**src/hw/rtl/snv_pkg.sv**
```systemverilog
// ----------------------------------------------------------------------------
// snv_pkg
// Shared types, constants and the sample qualification function of the
// nearest-valid-return scanner.
// ----------------------------------------------------------------------------
package snv_pkg;

  localparam int RANGE_W         = 16;
  localparam int IDX_W           = 13;
  localparam int CM_W            = 13;
  localparam int CFG_IDX_W       = 2;
  localparam int DEF_MAX_SAMPLES = 8192;

  localparam logic [RANGE_W-1:0] RST_MIN_RANGE  = 16'd900;
  localparam logic [RANGE_W-1:0] RST_MAX_RANGE  = 16'd12000;
  localparam logic [RANGE_W-1:0] RST_START_DIST = 16'd6000;
  localparam logic [RANGE_W-1:0] RST_NBR_TOL    = 16'd500;

  // floor(x / 10) == (x * 52429) >> 19 for every 16-bit x
  localparam logic [RANGE_W-1:0] DIV10_MUL   = 16'd52429;
  localparam int                 DIV10_SHIFT = 19;

  typedef enum logic [CFG_IDX_W-1:0] {
    REG_MIN_RANGE  = 2'd0,
    REG_MAX_RANGE  = 2'd1,
    REG_START_DIST = 2'd2,
    REG_NBR_TOL    = 2'd3
  } cfg_reg_t;

  typedef struct packed {
    logic [RANGE_W-1:0] min_range;
    logic [RANGE_W-1:0] max_range;
    logic [RANGE_W-1:0] start_dist;
    logic [RANGE_W-1:0] nbr_tol;
  } cfg_t;

  typedef struct packed {
    logic [RANGE_W-1:0] dist_mm;
    logic [IDX_W-1:0]   idx;
    logic               found;
  } best_t;

  typedef struct packed {
    logic [RANGE_W-1:0] dist_mm;
    logic [IDX_W-1:0]   idx;
  } scan_result_t;

  function automatic logic [RANGE_W-1:0] abs_diff(input logic [RANGE_W-1:0] a,
                                                   input logic [RANGE_W-1:0] b);
    return (a > b) ? (a - b) : (b - a);
  endfunction

  // Take sample d as the new best if it is in range, closer than the best
  // (or equal, for index zero once a best is held) and agrees with a neighbor.
  function automatic best_t judge(input logic [RANGE_W-1:0] d,
                                  input logic [IDX_W-1:0]   idx,
                                  input logic [RANGE_W-1:0] nbr_a,
                                  input logic [RANGE_W-1:0] nbr_b,
                                  input logic               tie_ok,
                                  input cfg_t               cfg,
                                  input best_t              best);
    logic  in_range;
    logic  closer;
    logic  near;
    best_t res;
    in_range = (d > cfg.min_range) && (d < cfg.max_range);
    closer   = (d < best.dist_mm) || (tie_ok && best.found && (d == best.dist_mm));
    near     = (abs_diff(d, nbr_a) < cfg.nbr_tol) || (abs_diff(d, nbr_b) < cfg.nbr_tol);
    res      = best;
    if (in_range && closer && near) begin
      res.dist_mm = d;
      res.idx     = idx;
      res.found   = 1'b1;
    end
    return res;
  endfunction

endpackage

```
**src/hw/rtl/snv_if.sv**
```systemverilog
// ----------------------------------------------------------------------------
// snv_sample_if / snv_result_if
// Valid/ready channels for range samples and per-scan results.
// ----------------------------------------------------------------------------
interface snv_sample_if import snv_pkg::*; ();
  logic               valid;
  logic               ready;
  logic [RANGE_W-1:0] range_mm;
  logic               last;

  modport source (output valid, output range_mm, output last, input ready);
  modport sink   (input valid, input range_mm, input last, output ready);
endinterface

interface snv_result_if import snv_pkg::*; ();
  logic             valid;
  logic             ready;
  logic [CM_W-1:0]  min_distance_cm;
  logic [IDX_W-1:0] angle_index;

  modport source (output valid, output min_distance_cm, output angle_index, input ready);
  modport sink   (input valid, input min_distance_cm, input angle_index, output ready);
endinterface

```
**src/hw/rtl/snv_in_stage.sv**
```systemverilog
// ----------------------------------------------------------------------------
// snv_in_stage
// Input register: holds one sample word until the scan stage takes it.
// ----------------------------------------------------------------------------
module snv_in_stage import snv_pkg::*; (
  input  logic               clk,
  input  logic               rst,
  snv_sample_if.sink         sample,
  input  logic               take,
  output logic               held_valid,
  output logic [RANGE_W-1:0] held_range,
  output logic               held_last
);

  assign sample.ready = !held_valid || take;

  always_ff @(posedge clk) begin
    if (rst) begin
      held_valid <= 1'b0;
    end else if (sample.ready) begin
      held_valid <= sample.valid;
    end
  end

  always_ff @(posedge clk) begin
    if (sample.valid && sample.ready) begin
      held_range <= sample.range_mm;
      held_last  <= sample.last;
    end
  end

endmodule

```
**src/hw/rtl/snv_scan_core.sv**
```systemverilog
// ----------------------------------------------------------------------------
// snv_scan_core
// Scan state and qualification; loads the result register at end of scan.
// ----------------------------------------------------------------------------
module snv_scan_core import snv_pkg::*; #(
  parameter int MAX_SAMPLES = DEF_MAX_SAMPLES
) (
  input  logic               clk,
  input  logic               rst,
  input  cfg_t               cfg,
  input  logic               in_valid,
  input  logic [RANGE_W-1:0] in_range,
  input  logic               in_last,
  output logic               take,
  output logic               res_valid,
  output scan_result_t       res,
  input  logic               res_take
);

  localparam int CNT_W = $clog2(MAX_SAMPLES + 1);

  logic [CNT_W-1:0]   cnt;
  logic [CNT_W-1:0]   cnt_next;
  logic [RANGE_W-1:0] first;
  logic [RANGE_W-1:0] first_next;
  logic [RANGE_W-1:0] second;
  logic [RANGE_W-1:0] second_next;
  logic [RANGE_W-1:0] prev;
  logic [RANGE_W-1:0] prev_next;
  logic [RANGE_W-1:0] bprev;
  logic [RANGE_W-1:0] bprev_next;
  best_t              best;
  best_t              best_step;
  best_t              best_tail;
  best_t              best_end;
  logic               stored;

  // End-of-scan words wait only for room in the result register.
  assign take = in_valid && (!in_last || !res_valid || res_take);

  always_comb begin
    stored      = (cnt < CNT_W'(MAX_SAMPLES));
    cnt_next    = cnt;
    first_next  = first;
    second_next = second;
    prev_next   = prev;
    bprev_next  = bprev;
    best_step   = best;
    if (stored) begin
      if (cnt == '0) begin
        first_next = in_range;
        best_step  = '{dist_mm: cfg.start_dist, idx: '0, found: 1'b0};
      end else if (cnt == CNT_W'(1)) begin
        second_next = in_range;
      end else begin
        // judge the middle sample once its right neighbor is known
        best_step = judge(prev, IDX_W'(cnt - CNT_W'(1)), bprev, in_range, 1'b0, cfg, best);
      end
      bprev_next = prev;
      prev_next  = in_range;
      cnt_next   = cnt + CNT_W'(1);
    end

    // wrap-around judges: final stored sample, then sample zero
    best_tail = best_step;
    best_end  = best_step;
    if (cnt_next == CNT_W'(1)) begin
      best_end = judge(first_next, '0, first_next, first_next, 1'b1, cfg, best_step);
    end else if (cnt_next >= CNT_W'(2)) begin
      best_tail = judge(prev_next, IDX_W'(cnt_next - CNT_W'(1)), bprev_next, first_next,
                        1'b0, cfg, best_step);
      best_end  = judge(first_next, '0, second_next, prev_next, 1'b1, cfg, best_tail);
    end
  end

  always_ff @(posedge clk) begin
    if (rst) begin
      cnt       <= '0;
      res_valid <= 1'b0;
    end else begin
      if (take) begin
        cnt <= in_last ? '0 : cnt_next;
      end
      if (take && in_last) begin
        res_valid <= 1'b1;
      end else if (res_take) begin
        res_valid <= 1'b0;
      end
    end
  end

  always_ff @(posedge clk) begin
    if (take) begin
      first  <= first_next;
      second <= second_next;
      prev   <= prev_next;
      bprev  <= bprev_next;
      best   <= best_step;
      if (in_last) begin
        res.dist_mm <= best_end.dist_mm;
        res.idx     <= best_end.idx;
      end
    end
  end

endmodule

```
**src/hw/rtl/snv_cm_out.sv**
```systemverilog
// ----------------------------------------------------------------------------
// snv_cm_out
// Output register: converts the best distance to centimeters and holds it.
// ----------------------------------------------------------------------------
module snv_cm_out import snv_pkg::*; (
  input  logic         clk,
  input  logic         rst,
  input  logic         res_valid,
  input  scan_result_t res,
  output logic         res_take,
  snv_result_if.source result
);

  logic [2*RANGE_W-1:0] prod;

  assign res_take = res_valid && (!result.valid || result.ready);
  assign prod     = res.dist_mm * DIV10_MUL;

  always_ff @(posedge clk) begin
    if (rst) begin
      result.valid <= 1'b0;
    end else if (res_take) begin
      result.valid <= 1'b1;
    end else if (result.ready) begin
      result.valid <= 1'b0;
    end
  end

  always_ff @(posedge clk) begin
    if (res_take) begin
      result.min_distance_cm <= prod[DIV10_SHIFT +: CM_W];
      result.angle_index     <= res.idx;
    end
  end

endmodule

```
**src/hw/rtl/scan_nearest_valid_return.sv**
```systemverilog
// ----------------------------------------------------------------------------
// scan_nearest_valid_return
// Nearest trustworthy lidar return per scan.
// ----------------------------------------------------------------------------
// Feed range samples (mm) on the sample channel, last high on the final word
// of a scan; one result word per scan follows on the result channel with the
// nearest qualifying distance in truncated centimeters and its sample index
// (start distance / 10 and index 0 if nothing qualified). A sample qualifies
// when it lies strictly between min and max range, strictly below the best so
// far (index 0 also wins a tie), and within the neighbor tolerance of one
// circular neighbor. The block takes one sample per clock while not stalled:
// the sample register, the scan stage (a few 16-bit compares against held
// neighbors) and the centimeter output register each pass a word per cycle,
// and a scan result is registered in turn by both. Input stalls only when a
// finished result cannot drain and another end-of-scan word arrives behind it.
// Samples past MAX_SAMPLES in one scan are dropped. Write configuration only
// while idle; start distance is picked up at the first sample of each scan.
// ----------------------------------------------------------------------------
module scan_nearest_valid_return import snv_pkg::*; #(
  parameter int MAX_SAMPLES = DEF_MAX_SAMPLES
) (
  input  logic                 clk,
  input  logic                 rst,
  input  logic                 cfg_we,
  input  logic [CFG_IDX_W-1:0] cfg_index,
  input  logic [RANGE_W-1:0]   cfg_data,
  snv_sample_if.sink           sample,
  snv_result_if.source         result
);

  cfg_t               cfg;
  logic               held_valid;
  logic [RANGE_W-1:0] held_range;
  logic               held_last;
  logic               take;
  logic               res_valid;
  scan_result_t       res;
  logic               res_take;

  // Configuration registers; decode the index by register name.
  always_ff @(posedge clk) begin
    if (rst) begin
      cfg.min_range  <= RST_MIN_RANGE;
      cfg.max_range  <= RST_MAX_RANGE;
      cfg.start_dist <= RST_START_DIST;
      cfg.nbr_tol    <= RST_NBR_TOL;
    end else if (cfg_we) begin
      case (cfg_reg_t'(cfg_index))
        REG_MIN_RANGE:  cfg.min_range  <= cfg_data;
        REG_MAX_RANGE:  cfg.max_range  <= cfg_data;
        REG_START_DIST: cfg.start_dist <= cfg_data;
        REG_NBR_TOL:    cfg.nbr_tol    <= cfg_data;
        default: ;
      endcase
    end
  end

  // Register each incoming sample word.
  snv_in_stage u_in (
    .clk        (clk),
    .rst        (rst),
    .sample     (sample),
    .take       (take),
    .held_valid (held_valid),
    .held_range (held_range),
    .held_last  (held_last)
  );

  // Track neighbors and running best; judge wrap-around samples at end of scan.
  snv_scan_core #(
    .MAX_SAMPLES (MAX_SAMPLES)
  ) u_core (
    .clk       (clk),
    .rst       (rst),
    .cfg       (cfg),
    .in_valid  (held_valid),
    .in_range  (held_range),
    .in_last   (held_last),
    .take      (take),
    .res_valid (res_valid),
    .res       (res),
    .res_take  (res_take)
  );

  // Convert to centimeters and hold the result word for the consumer.
  snv_cm_out u_out (
    .clk       (clk),
    .rst       (rst),
    .res_valid (res_valid),
    .res       (res),
    .res_take  (res_take),
    .result    (result)
  );

endmodule

```
**src/flat_wrapper.sv**
```systemverilog
// flat-port wrapper written by rule: the top's interface ports become plain ports
module scan_nearest_valid_return_flat import snv_pkg::*;
#(
  parameter int MAX_SAMPLES = DEF_MAX_SAMPLES
)
  (clk, rst, cfg_we, cfg_index, cfg_data, sample_valid, sample_range_mm, sample_last, sample_ready, result_valid, result_min_distance_cm, result_angle_index, result_ready);
  snv_sample_if sample_i ();
  snv_result_if result_i ();
  input  logic clk;
  input  logic rst;
  input  logic cfg_we;
  input  logic [CFG_IDX_W-1:0] cfg_index;
  input  logic [RANGE_W-1:0] cfg_data;
  input wire logic [$bits(sample_i.valid)-1:0] sample_valid;
  input wire logic [$bits(sample_i.range_mm)-1:0] sample_range_mm;
  input wire logic [$bits(sample_i.last)-1:0] sample_last;
  output wire logic [$bits(sample_i.ready)-1:0] sample_ready;
  output wire logic [$bits(result_i.valid)-1:0] result_valid;
  output wire logic [$bits(result_i.min_distance_cm)-1:0] result_min_distance_cm;
  output wire logic [$bits(result_i.angle_index)-1:0] result_angle_index;
  input wire logic [$bits(result_i.ready)-1:0] result_ready;
  assign sample_i.valid = sample_valid;
  assign sample_i.range_mm = sample_range_mm;
  assign sample_i.last = sample_last;
  assign sample_ready = sample_i.ready;
  assign result_valid = result_i.valid;
  assign result_min_distance_cm = result_i.min_distance_cm;
  assign result_angle_index = result_i.angle_index;
  assign result_i.ready = result_ready;
  scan_nearest_valid_return #(.MAX_SAMPLES(MAX_SAMPLES)) u_core (.clk(clk), .rst(rst), .cfg_we(cfg_we), .cfg_index(cfg_index), .cfg_data(cfg_data), .sample(sample_i), .result(result_i));
endmodule
```
**config.mk**
```make
export PLATFORM = sky130hd
export DESIGN_NAME = scan_nearest_valid_return_flat
export DESIGN_NICKNAME = d
export VERILOG_FILES = /design/src/hw/rtl/snv_pkg.sv /design/src/hw/rtl/snv_if.sv /design/src/hw/rtl/snv_in_stage.sv /design/src/hw/rtl/snv_scan_core.sv /design/src/hw/rtl/snv_cm_out.sv /design/src/hw/rtl/scan_nearest_valid_return.sv /design/src/flat_wrapper.sv
export SDC_FILE = /design/constraint.sdc
export NUM_CORES = 1
export LEC_CHECK = 0
export BUFFER_PORTS_ARGS = -buffer_cell sky130_fd_sc_hd__buf_2
export CORE_MARGIN = 3
export CORE_UTILIZATION = 40
export CTS_CLUSTER_DIAMETER = 120
export DETAILED_ROUTE_END_ITERATION = 12
export HOLD_SLACK_MARGIN = 0.12
export SETUP_SLACK_MARGIN = 0.4
export SKIP_CTS_REPAIR_TIMING = 1
export SLEW_MARGIN = 10
export SYNTH_ARGS = -nofsm -noshare
export SYNTH_HDL_FRONTEND = slang
export SYNTH_SLANG_ARGS = --single-unit
```
**constraint.sdc**
```tcl
create_clock -name clk -period 27.5 [get_ports clk]
set_input_delay 5.5 -clock clk [delete_from_list [all_inputs] [get_ports clk]]
set_output_delay 5.5 -clock clk [all_outputs]
set_load 0.05 [all_outputs]
```
==> impl_metrics.ini <==
[global_route]
grt.overflow.total = 0
grt_pass1_vias = 22388
grt_usage = 0.240
antenna_found_initial = 1
grt_pass1_wl_um = 137000
grt_max_degree = 82

[synthesis]
async_flop_share = 0
synth_edf_count = 166
synth_top_cell_area_share = 0.237
yosys-top-cells-count = 537 x ha_1, 370 x inv_1, 255 x a21oi_1, 234 x nand2_1, 194 x nor2_1
synth_top_area_cell = ha_1
syn_inst = 3171
syn_nets = 3839
yosys_warnings = 0
ys.flop_type = edfxtp_1
syn_area_um2 = 28400
synth_seq_cells = 247
synth_cell_type_count = 81
yosys-top-cells-area = ha_1 24%, edfxtp_1 18%, fa_1 6.4%
syn_avg_cell_area_um2 = 8.94
synth.most_common_cell = ha_1
yosysSeqAreaShare = 0.233

[finish]
antenna_cells = 0
fin_util = 0.441
drive_gt1_frac = 0.0805
final_cells = 4171
areaGrowthSynthToFinish_pct = 8.95
finish.net_count = 3874

[timing]
min_period_over_period = 0.438
slew_viol_final = 0
hold_viol = 0
rsz0062_at_grt = false
fin_hold_ws_ps = 418
finalSetupViolations = 0
worstMarginPinSlew_ps = 1060
relSlewSlack = 0.275
fin_crit_ps = 12040
fmax_ghz = 0.0831
setup_slack_ps = 15460
skew_ps = 18.3
fin_setup_tns_ps = 0

[pwr]
power_frac_seq = 0.252
vdd_ir_drop_max_mv = 0.0538
internal_power_w = 0.00106
power_density_nw_per_um2 = 57.5
switchingPower_w = 0.000719
p_leak_nw = 14.4
swShare = 0.405
power_frac_clock = 0.244
power_frac_comb = 0.505

[hold_path]
min_path_type = reg2reg
holdPathStages = 0

[routing]
drc_errors = 0
postRouteWirelength_um = 90900
viasPerCell = 5.70
drt-wirelength-per-cell_um = 21.8
vias = 23761
first_iter_violations = 2028
ant_nets = 0
first_pass_iters = 6

[placed_design]
io_buffers = 67
hpwl_um = 71500
dpl_worst_slack_ps = 15670
place.gp.congestion = 0.961
placed_cells = 4113

[clock_tree]
clkLatencyLatePin_ps = 620
cts_root_buf = clkbuf_16
clk_pin_slew_ps = 60
htreeDepth = 1
cts_tree = done
cts_made_buffers = 31
cts.path.max_buffers = 3
cts_sinks = 247

[floorplanning]
row_count = 97
core_area_um2 = 70100
die_h_um = 272
initial_core_util = 0.404
die-width_um = 272
dieArea_um2 = 74100
io_pins = 68

[setup_path]
endpoint_kind = flop
cp_slowest_cell = edfxtp_1
cp-start-kind = flop
slowest_delay_ps = 720
r2r_cells = 40
arrival_ps = 12400
critical_path_required_ps = 27860
worstSetupPathType = reg2reg
path_max_fanout = 35

[outcome]
status = finished clean

[run]
maxCapViolations = 0
[layout by cell type (no fill, tap or decap), drive strengths merged, types with 17 or more instances in the layout]
master and count:
a211oi 20, xor2 36, nor3 51, nand2b 19, o21bai 30, nand2 234, nor2 194, a21oi 255
a22oi 23, o21a 17, fa 91, dfxtp 81, mux2 33, nor4 19, clkbuf 44, a31oi 28
a211o 21, inv 377, nand4 62, o211ai 18, edfxtp 166, o21ai 131, buf 124, ha 537
xnor2 88, mux2i 72, nor2b 32, a22o 17, a21o 144, nand3 47, a21boi 28, a221oi 30
[sequential cells by signal, summed over array words and instances (netlist names)]
| register | cells |
|---|---|
| u_core.u_in.held_valid | 1 |
| u_core.u_out.result.angle_index | 13 |
| u_core.u_in.held_last | 1 |
| u_core.u_core.best | 30 |
| u_core.u_in.held_range | 16 |
| u_core.u_out.result.min_distance_cm | 13 |
| u_core.u_core.first | 16 |
| u_core.u_core.prev | 16 |
| u_core.u_core.cnt | 14 |
| u_core.u_core.bprev | 16 |
| u_core.u_core.res_valid | 1 |
| u_core.u_out.result.valid | 1 |
| u_core.cfg | 64 |
| u_core.u_core.second | 16 |
| u_core.u_core.res | 29 |
[area by class of cell]
class	count	area, µm²
Tap cell	940	1180
Sequential cell	247	6610
Clock buffer	44	941
Multi-Input combinational cell	2431	19900
Timing Repair Buffer	124	763
Fill cell	7023	39200
Clock inverter	14	135
Inverter	371	1400
[path summary, 6_finish.rpt]
kind	from	endpoint	slack, ps
max	u_core.u_core.prev[5]$_DFFE_PP_	u_core.u_core.res[1]$_DFFE_PP_	15460
min	u_core.u_core.res[2]$_DFFE_PP_	u_core.u_out.result.angle_index[2]$_DFFE_PP_	420
max reg2reg	u_core.u_core.prev[5]$_DFFE_PP_	u_core.u_core.res[1]$_DFFE_PP_	15460
min reg2reg	u_core.u_core.res[2]$_DFFE_PP_	u_core.u_out.result.angle_index[2]$_DFFE_PP_	420
[metrics by stage]
stage / instance area, µm² / total power, W
finish: 30900 / 0.00178
global route: 30900 / 0.00192
CTS: 30900 / 0.00179
detailed placement: 29800 / 0.00134
global placement: 29800 / 0.00134
floorplan: 28400 / 0.00111
[routing by layer]
metal,GRT usage,vias to the layer above,part of all wire
li1,-,11457,-
met1,0.335,11394,0.46
met2,0.385,741,0.44
met3,0.0211,169,0.055
met4,0.0925,0,0.046
met5,0,-,0
[power by group through the flow]
stage	registers (W)	clock network [W]	logic, W
finish	0.000448	0.000433	0.000897
floorplan	0.000463	0	0.000650
global route	0.000449	0.000455	0.00102
CTS	0.000447	0.000442	0.000897
detailed placement	0.000455	0	0.000889
global placement	0.000455	0	0.000883
[cell families after synthesis]
kind of cell,synth area share
xor gates and xnor gates,0.0383
and+or+nand+nor,0.129
DFF,0.233
adders and majority gates,0.301
buffers and inverters,0.0667
AOI/OAI and AO/OA,0.193
muxes,0.0390
[critical path: cells and delay by family, from the launching register on]
kind / cells / cell delay, ps
xor+xnor: 1 / 160
fa+ha+maj: 4 / 1410
mux: 1 / 330
buf+inv: 2 / 450
simple gates: 14 / 3060
flops: 1 / 720
compound gates: 18 / 5620
Power figures use the tool's default switching activity.
